--- src/lpmap_pkg.sv ---
`default_nettype none

package lpmap_pkg;

  localparam int KEY_W      = 64;
  localparam int VAL_W      = 64;
  localparam int FUNC_W     = 2;
  localparam int STAT_W     = 2;
  localparam int CNT_W      = 11;
  localparam int LOAD_W     = 10;
  localparam int HASH_SHIFT = 16;

  localparam int CAPACITY_DEFAULT = 1024;

  localparam logic [LOAD_W-1:0] MAX_LOAD_RESET = LOAD_W'(768);

  localparam logic [FUNC_W-1:0] FUNC_GET   = 2'd0;
  localparam logic [FUNC_W-1:0] FUNC_SET   = 2'd1;
  localparam logic [FUNC_W-1:0] FUNC_CLEAR = 2'd2;

  localparam logic [STAT_W-1:0] STAT_OK         = 2'd0;
  localparam logic [STAT_W-1:0] STAT_ZERO_KEY   = 2'd1;
  localparam logic [STAT_W-1:0] STAT_ZERO_VALUE = 2'd2;
  localparam logic [STAT_W-1:0] STAT_FULL       = 2'd3;

  typedef struct packed {
    logic [FUNC_W-1:0] func;
    logic [KEY_W-1:0]  key;
    logic [VAL_W-1:0]  value;
  } lpmap_in_t;

  typedef struct packed {
    logic [VAL_W-1:0]  result_value;
    logic [STAT_W-1:0] status;
    logic [CNT_W-1:0]  entries_used;
  } lpmap_out_t;

  typedef struct packed {
    logic [KEY_W-1:0] key;
    logic [VAL_W-1:0] value;
  } lpmap_slot_t;

  typedef enum logic [2:0] {
    ST_CLEAR,
    ST_IDLE,
    ST_HASH,
    ST_PROBE,
    ST_DONE
  } lpmap_state_t;

endpackage

`default_nettype wire

--- src/lpmap_ctrl.sv ---
`default_nettype none

module lpmap_ctrl #(
  parameter  int CAPACITY = lpmap_pkg::CAPACITY_DEFAULT,
  localparam int AW       = $clog2(CAPACITY)
) (
  input  wire logic                         clk,
  input  wire logic                         rst_n,
  input  wire logic                         in_valid,
  output      logic                         in_stall,
  input  wire lpmap_pkg::lpmap_in_t         in_data,
  input  wire logic [lpmap_pkg::LOAD_W-1:0] max_load,
  output      logic                         res_valid,
  output      lpmap_pkg::lpmap_out_t        res_data,
  input  wire logic                         res_take,
  output      logic                         mem_we,
  output      logic [AW-1:0]                mem_waddr,
  output      lpmap_pkg::lpmap_slot_t       mem_wdata,
  output      logic [AW-1:0]                mem_raddr,
  input  wire lpmap_pkg::lpmap_slot_t       mem_rdata
);

  localparam bit POW2 = (CAPACITY & (CAPACITY - 1)) == 0;
  localparam int KW   = lpmap_pkg::KEY_W;
  localparam int VW   = lpmap_pkg::VAL_W;
  localparam int CW   = lpmap_pkg::CNT_W;
  localparam int BW   = $clog2(KW);

  localparam logic [AW-1:0] LAST_IDX = AW'(CAPACITY - 1);
  localparam logic [AW:0]   CAP_EXT  = (AW + 1)'(CAPACITY);

  lpmap_pkg::lpmap_state_t state_r, state_nxt;

  logic [AW-1:0]                 idx_r, idx_nxt;
  logic [AW-1:0]                 probe_r, probe_nxt;
  logic [lpmap_pkg::FUNC_W-1:0]  func_r, func_nxt;
  logic [KW-1:0]                 key_r, key_nxt;
  logic [VW-1:0]                 val_r, val_nxt;
  logic [CW-1:0]                 count_r, count_nxt;
  logic [VW-1:0]                 res_value_r, res_value_nxt;
  logic [lpmap_pkg::STAT_W-1:0]  res_status_r, res_status_nxt;
  logic [AW-1:0]                 rem_r, rem_nxt;
  logic [KW-1:0]                 hsh_r, hsh_nxt;
  logic [BW-1:0]                 bit_r, bit_nxt;

  logic [KW-1:0] hash_w;
  logic [AW:0]   rem_ext;
  logic [AW:0]   rem_red;
  logic [AW-1:0] idx_inc;
  logic          is_lookup;
  logic          bad_key;
  logic          bad_val;
  logic          go_probe;
  logic          hit;
  logic          empty;
  logic          probe_last;
  logic          probe_end;
  logic          table_full;
  logic          clr_last;
  logic          hash_last;

  assign hash_w    = in_data.key ^ (in_data.key >> lpmap_pkg::HASH_SHIFT);
  assign rem_ext   = {rem_r, hsh_r[KW-1]};
  assign rem_red   = (rem_ext >= CAP_EXT) ? rem_ext - CAP_EXT : rem_ext;
  assign idx_inc   = (idx_r == LAST_IDX) ? '0 : idx_r + AW'(1);

  assign is_lookup = (in_data.func == lpmap_pkg::FUNC_GET) ||
                     (in_data.func == lpmap_pkg::FUNC_SET);
  assign bad_key   = in_data.key == '0;
  assign bad_val   = (in_data.func == lpmap_pkg::FUNC_SET) && (in_data.value == '0);
  assign go_probe  = is_lookup && !bad_key && !bad_val;

  assign hit        = mem_rdata.key == key_r;
  assign empty      = mem_rdata.key == '0;
  assign probe_last = probe_r == LAST_IDX;
  assign probe_end  = hit || empty || probe_last;
  assign table_full = count_r >= {1'b0, max_load};
  assign clr_last   = idx_r == LAST_IDX;
  assign hash_last  = bit_r == BW'(KW - 1);

  always_comb begin
    state_nxt = state_r;
    unique case (state_r)
      lpmap_pkg::ST_CLEAR: begin
        if (clr_last) begin
          state_nxt = lpmap_pkg::ST_IDLE;
        end
      end
      lpmap_pkg::ST_IDLE: begin
        if (in_valid) begin
          if (!go_probe) begin
            state_nxt = lpmap_pkg::ST_DONE;
          end else if (POW2) begin
            state_nxt = lpmap_pkg::ST_PROBE;
          end else begin
            state_nxt = lpmap_pkg::ST_HASH;
          end
        end
      end
      lpmap_pkg::ST_HASH: begin
        if (hash_last) begin
          state_nxt = lpmap_pkg::ST_PROBE;
        end
      end
      lpmap_pkg::ST_PROBE: begin
        if (probe_end) begin
          state_nxt = lpmap_pkg::ST_DONE;
        end
      end
      lpmap_pkg::ST_DONE: begin
        if (res_take) begin
          state_nxt = (func_r == lpmap_pkg::FUNC_CLEAR) ? lpmap_pkg::ST_CLEAR
                                                        : lpmap_pkg::ST_IDLE;
        end
      end
      default: state_nxt = lpmap_pkg::ST_CLEAR;
    endcase
  end

  always_comb begin
    idx_nxt        = idx_r;
    probe_nxt      = probe_r;
    func_nxt       = func_r;
    key_nxt        = key_r;
    val_nxt        = val_r;
    count_nxt      = count_r;
    res_value_nxt  = res_value_r;
    res_status_nxt = res_status_r;
    rem_nxt        = rem_r;
    hsh_nxt        = hsh_r;
    bit_nxt        = bit_r;
    mem_we         = 1'b0;
    mem_waddr      = idx_r;
    mem_wdata      = '0;
    unique case (state_r)
      lpmap_pkg::ST_CLEAR: begin
        mem_we  = 1'b1;
        idx_nxt = idx_inc;
      end
      lpmap_pkg::ST_IDLE: begin
        if (in_valid) begin
          func_nxt      = in_data.func;
          key_nxt       = in_data.key;
          val_nxt       = in_data.value;
          probe_nxt     = '0;
          rem_nxt       = '0;
          hsh_nxt       = hash_w;
          bit_nxt       = '0;
          res_value_nxt = '0;
          idx_nxt       = POW2 ? hash_w[AW-1:0] : '0;
          if (is_lookup && bad_key) begin
            res_status_nxt = lpmap_pkg::STAT_ZERO_KEY;
          end else if (bad_val) begin
            res_status_nxt = lpmap_pkg::STAT_ZERO_VALUE;
          end else begin
            res_status_nxt = lpmap_pkg::STAT_OK;
          end
          if (in_data.func == lpmap_pkg::FUNC_CLEAR) begin
            count_nxt = '0;
            idx_nxt   = '0;
          end
        end
      end
      lpmap_pkg::ST_HASH: begin
        rem_nxt = rem_red[AW-1:0];
        hsh_nxt = hsh_r << 1;
        bit_nxt = bit_r + BW'(1);
        if (hash_last) begin
          idx_nxt = rem_red[AW-1:0];
        end
      end
      lpmap_pkg::ST_PROBE: begin
        if (!probe_end) begin
          idx_nxt   = idx_inc;
          probe_nxt = probe_r + AW'(1);
        end else if (func_r == lpmap_pkg::FUNC_GET) begin
          res_value_nxt = hit ? mem_rdata.value : '0;
        end else if (hit) begin
          res_value_nxt   = mem_rdata.value;
          mem_we          = 1'b1;
          mem_wdata.key   = key_r;
          mem_wdata.value = val_r;
        end else if (empty && !table_full) begin
          mem_we          = 1'b1;
          mem_wdata.key   = key_r;
          mem_wdata.value = val_r;
          count_nxt       = count_r + CW'(1);
        end else begin
          res_status_nxt = lpmap_pkg::STAT_FULL;
        end
      end
      lpmap_pkg::ST_DONE: begin
      end
      default: begin
      end
    endcase
  end

  always_ff @(posedge clk) begin
    if (!rst_n) begin
      state_r <= lpmap_pkg::ST_CLEAR;
      idx_r   <= '0;
      count_r <= '0;
    end else begin
      state_r <= state_nxt;
      idx_r   <= idx_nxt;
      count_r <= count_nxt;
    end
  end

  always_ff @(posedge clk) begin
    probe_r      <= probe_nxt;
    func_r       <= func_nxt;
    key_r        <= key_nxt;
    val_r        <= val_nxt;
    res_value_r  <= res_value_nxt;
    res_status_r <= res_status_nxt;
    rem_r        <= rem_nxt;
    hsh_r        <= hsh_nxt;
    bit_r        <= bit_nxt;
  end

  assign mem_raddr             = idx_nxt;
  assign in_stall              = state_r != lpmap_pkg::ST_IDLE;
  assign res_valid             = state_r == lpmap_pkg::ST_DONE;
  assign res_data.result_value = res_value_r;
  assign res_data.status       = res_status_r;
  assign res_data.entries_used = count_r;

endmodule

`default_nettype wire

--- config.mk ---
export PLATFORM = sky130hd
export DESIGN_NAME = lpmap_ctrl
export DESIGN_NICKNAME = d
export VERILOG_FILES = /design/src/lpmap_pkg.sv /design/src/lpmap_ctrl.sv
export SDC_FILE = /design/constraint.sdc
export NUM_CORES = 1
export LEC_CHECK = 0
export BUFFER_PORTS_ARGS = -buffer_cell sky130_fd_sc_hd__clkbuf_2
export CAP_MARGIN = 10
export CORE_AREA = 8 8 188 190
export CTS_BUF_LIST = sky130_fd_sc_hd__clkbuf_8
export DETAILED_ROUTE_END_ITERATION = 8
export DIE_AREA = 0 0 196 198
export GPL_TIMING_DRIVEN = 0
export PLACE_DENSITY = 0.73
export SLEW_MARGIN = 20
export SYNTH_ARGS = -nofsm -noshare
export SYNTH_HDL_FRONTEND = slang
export SYNTH_SLANG_ARGS = --single-unit
--- constraint.sdc ---
create_clock -name clk -period 7.41 [get_ports clk]
set_clock_uncertainty 0.05 [all_clocks]
set_input_delay 0.3705 -clock clk [delete_from_list [all_inputs] [get_ports clk]]
set_output_delay 0.3705 -clock clk [all_outputs]
set_load 0.02 [all_outputs]
== Word-level counts from Yosys, hierarchy flattened ==
Cells that the tools add are included.
Storage, ports and cells
  output and inout port bits: 228
  flip-flop bits (word level): 310
  bits of input ports: 272
  word-level logic and storage cells: 124
Cells by class
  multiplexer cells: 54
  $add $sub $neg: 5
  reduce and logical (&&, ||, !) cells: 26
  order comparisons: 2
  eq/ne operators: 24
  bitwise gates (word level): 1
Operators by type and width (count)
  $mux 128: 5
  $mux 64: 6
  $pmux 64 s2: 2
  $logic_not 64->1: 3
  $mux 10: 8
  $mux 11: 6
  $eq 64x64->1: 1
  $xor 64x48->64: 1
  $pmux 10 s2: 2
  $pmux 10 s4: 1
  $pmux 11 s2: 1
  $add 10x1->10 const B: 2
  $eq 10x10->1 const B: 2
  $ne 2x2->1 const B: 10
  $mux 3: 6
  $pmux 3 s5: 1
  $mux 2: 7
  $pmux 6 s2: 1
  $add 11x1->11 const B: 1
  $ge 11x10->1: 1
  $ge 11x11->1 const B: 1
  $sub 10x1->10 const B: 1
  $reduce_and 7->1: 1
  $add 6x1->6 const B: 1
  other kinds (24): 41

== Depth between registers and ports, before layout ==
  depth in word-level cells: 8
  gate-level depth with buffers: 10
  mapped depth without buffers: 9

== Least setup slack after synthesis ==
OpenSTA, ideal clock, no wires.
  path type: flip-flop to flip-flop
  start: register key_r[55]
  end: register res_value_r[0] (enable)
  stages on the path, launching flop included: 8
  path slack: 1732 ps
  data required time: 6836 ps
  library setup time: 524 ps
  buffers on the path: 2
  period minus slack after synthesis: 5678 ps
  arrival: 5104 ps
  cell sequence: edfxtp_1 -> xnor2_1 -> nand4_1 -> nor4_1 -> nand4_1 -> clkbuf_1 -> clkbuf_1 -> a31oi_1
Between the ends
  cells in the longest elaborated chain, start to end: 5
  elaborated cells on any way between the ends: 6
  those cells by class: eq/ne: 3; reduce/logical: 3
RTL lines
  from (decl): RTL line lpmap_ctrl.sv:37  | logic [KW-1:0] key_r, key_nxt;
  from (signal assigned): RTL line lpmap_ctrl.sv:214  | key_r <= key_nxt;
  $eq 64x64->1 *: RTL line lpmap_ctrl.sv:73  | assign hit = mem_rdata.key == key_r;
  $logic_or 1x1->1 (2 in series): RTL line lpmap_ctrl.sv:76  | assign probe_end = hit || empty || probe_last;
  $ne 2x2->1 (no source line)
  $reduce_and 4->1 (no source line) *
  to (signal assigned): RTL line lpmap_ctrl.sv:216  | res_value_r <= res_value_nxt;
  to (decl): RTL line lpmap_ctrl.sv:40  | logic [VW-1:0] res_value_r, res_value_nxt;
Mark *: on every way between the ends. The rest lies on a longest branch, timed or not.
A chain may end at the register's enable or synchronous reset.

==> metrics.txt <==
Die W 196 um; IO buf count 499; Final setup viols 0; critical path launch point type register; largest net degree at the start of global routing 89; initial antenna violation count 2; Crit path arrival time 4.32 ns; first-pass iteration count of the detailed router 5; Final WS setup 2.67 ns; P_leak 0.00830 uW; Num CTS Buffers 52; global-route wire length before repair 82.7 mm; num rows 66; Seq/Total Area, Yosys 61.6%; area of the core 32200 um^2; max-slew violation count 0; number of flops mapped to enable cells by yosys 285; RSZ-0062 raised after global routing false; Pwr Density 176 nW/um^2; worst setup path class register to output port; Reg clk slew, reported paths 0.06 ns; Starting Density 45.5%; CP max FO 10; Hold WC Path Type input pin to register; worst hold stages 1; postcts setup bufs 0; Cells after Synth 1234; Synth Warn # 0; placed cell count 2146; DR vias 13150; Tot Pwr 3590 uW; drt total wl 56.5 mm; Final #Nets 2237; max-cap check violation count 0; fin cells 2400; Worst-Margin Slew 1.02 ns; Die ar. 38800 um^2; Clock Sinks 309; WL per Instance 23.5 um; Final Cycle Share 63.9%; H-tree levels 2; RePlAce Congestion 0.942; FF+latch area 9040 um^2; Worst setup EP type output port; Iteration-0 DRC Markers 963; R2R cell count 10; setup TNS 0 ns; number of global-route vias before repair 13543; #FFs+latches synth 309; detailed-route DRC error count 0; FFs w/ async S/R, synth 0%; Final Hold Fails 0; CTS tree built; dpl ws 3.23 ns; # fillers 2558; syn avg cell area 11.9 um^2; Max VDD drop 0.139 mV; layout cells sized above 1 30.0%; Post-Route Utilization 63.2%; Vert. Die Dim 198 um; GR Util All Layers 28.0%; clock tree buffer depth 3; Synth-to-Final Area Change 38.8%; Synth Flop Type edfxtp_1; antenna viol nets, final 0; status finished clean; fin crit period 4.74 ns; Net Count, Synth 1520; library cells used by synthesis 61; area occupied by multi-input gates 5350 um^2; GRT Residual Overflow 0; fmax 211 MHz; vias per cell 5.48; Root Driver clkbuf_8; Slew headroom 32.2%; Cell Area, Synth 14700 um^2; Final HPWL DP 43.1 mm; I/O pin total 500; WP data required 6.99 ns; Skew-Pair Late Insertion Delay 0.60 ns
[cells in the mapped netlist (2+ instances only)]
cell type	number	area share [%]
edfxtp_1	285	58
and2_1	199	8.5
o32ai_1	2	0.12
a211oi_1	4	0.20
a41oi_1	8	0.48
xor2_1	12	0.72
a211o_1	2	0.12
nor4b_1	3	0.18
or2_2	5	0.21
nand4b_1	2	0.12
mux2i_1	6	0.41
nor2_1	58	1.5
nand2_1	122	3.1
a21o_1	5	0.26
o22ai_1	2	0.085
and3_1	22	0.94
buf_4	2	0.10
a31oi_1	10	0.43
o31ai_1	4	0.20
o21ai_0	50	1.7
inv_1	23	0.59
nand4_1	36	1.5
o211ai_1	8	0.41
ha_1	14	1.2
buf_2	14	0.48
a21oi_1	25	0.85
a221o_1	6	0.41
o311a_1	2	0.14
a311oi_1	2	0.12
dfxtp_1	24	3.3
nor4_1	54	2.3
nand3_1	27	0.92
nor2b_1	3	0.13
o21a_1	2	0.10
nand2b_1	3	0.13
clkbuf_1	34	0.87
xnor2_1	114	6.8
nor3_1	16	0.55
a2bb2oi_1	2	0.12
[path summary, 6_finish.rpt]
check	startpoint	end	slack, ns
min reg2reg	count_r[10]	count_r[10]	0.46
max	key_r[59]	mem_wdata[66]	2.67
max reg2reg	key_r[59]	res_value_r[32]	3.33
min	in_data[106]	key_r[42]	0.05
[cell families after synthesis]
logic type	share of synthesized area, %
compound gates	6.40
xor+xnor	7.52
fa+ha+maj	1.19
buf+inv	2.09
flops	61.6
mux	0.410
simple gates	20.8
[cells in the final DEF (no fill, tap or decap), types with 4 or more instances in the layout]
master,instances
nand2_1,121
clkbuf_8,52
edfxtp_1,285
buf_16,4
nor2_1,58
o21ai_0,50
nand3_1,27
clkbuf_1,34
o31ai_1,4
and3_1,22
xor2_1,12
a211oi_1,4
clkinv_2,6
ha_1,14
clkbuf_2,499
a31oi_1,9
and2_1,199
dfxtp_1,24
a41oi_1,8
a221o_1,6
clkinv_1,15
buf_2,14
mux2i_1,6
nand4_1,36
o211ai_1,8
inv_1,39
a21o_1,5
or2_2,5
xnor2_1,114
nor3_1,15
a21oi_1,25
nor4_1,54
dlygate4sd3_1,159
[stage by stage]
step	area, um^2	hold WS, ns
5_1_grt	20400	0.00858
6_report	20400	0.0486
3_5_place_dp	17800	0.448
4_1_cts	20400	0.000874
2_1_floorplan	14700	0.419
3_3_place_gp	17700	0.441
[cell type report]
type / count / area share (%)
antenna: 2 / 0.0246
tap: 408 / 2.51
sequential: 309 / 44.4
buffer: 51 / 1.06
multi-input combinational: 850 / 26.3
timing repair buffer: 663 / 20.7
clock buffer: 52 / 3.51
inverter: 24 / 0.467
clock inverter: 41 / 1.06
[per-layer routing]
metal  global-route usage (%)  vias to the layer above  wire, um
li1                         -                     5948         -
met1                     33.0                     6289     21500
met2                     48.3                      781     27300
met3                     7.59                      132      5550
met4                     11.2                        0      2190
met5                        0                        -         0
[what timing repair did]
action,4_1_cts,5_1_grt
hold buffers,159,0
endpoints found under the hold margin,159,0
resized for setup,0,0
[report_power, final]
| part | leakage [uW] | switching (uW) | internal, uW | total [uW] |
|---|---|---|---|---|
| Clock | 0.000543 | 692 | 694 | 1390 |
| Combinational | 0.00499 | 151 | 153 | 303 |
| Sequential | 0.00277 | 2.78 | 1900 | 1900 |
| Total | 0.00830 | 846 | 2750 | 3590 |
[worst max-delay path: stages (launching register included)]
cell,delay [ns]
edfxtp_1,0.40
xnor2_1,0.36
nand4_1,0.16
nor4_1,0.41
nand4_1,0.59
or2_1,0.46
a211oi_2,0.34
buf_4,0.28
buf_2,0.27
and2_1,0.23
clkbuf_2,0.20
[flip-flops by register name, summed over array words and instances, names as in the netlist, 9 cells and up]
signal,flops
count_r,11
hsh_r,64
key_r,64
mem_waddr,10
probe_r,10
rem_r,9
res_value_r,64
val_r,64
Power figures use the tool's default switching activity.
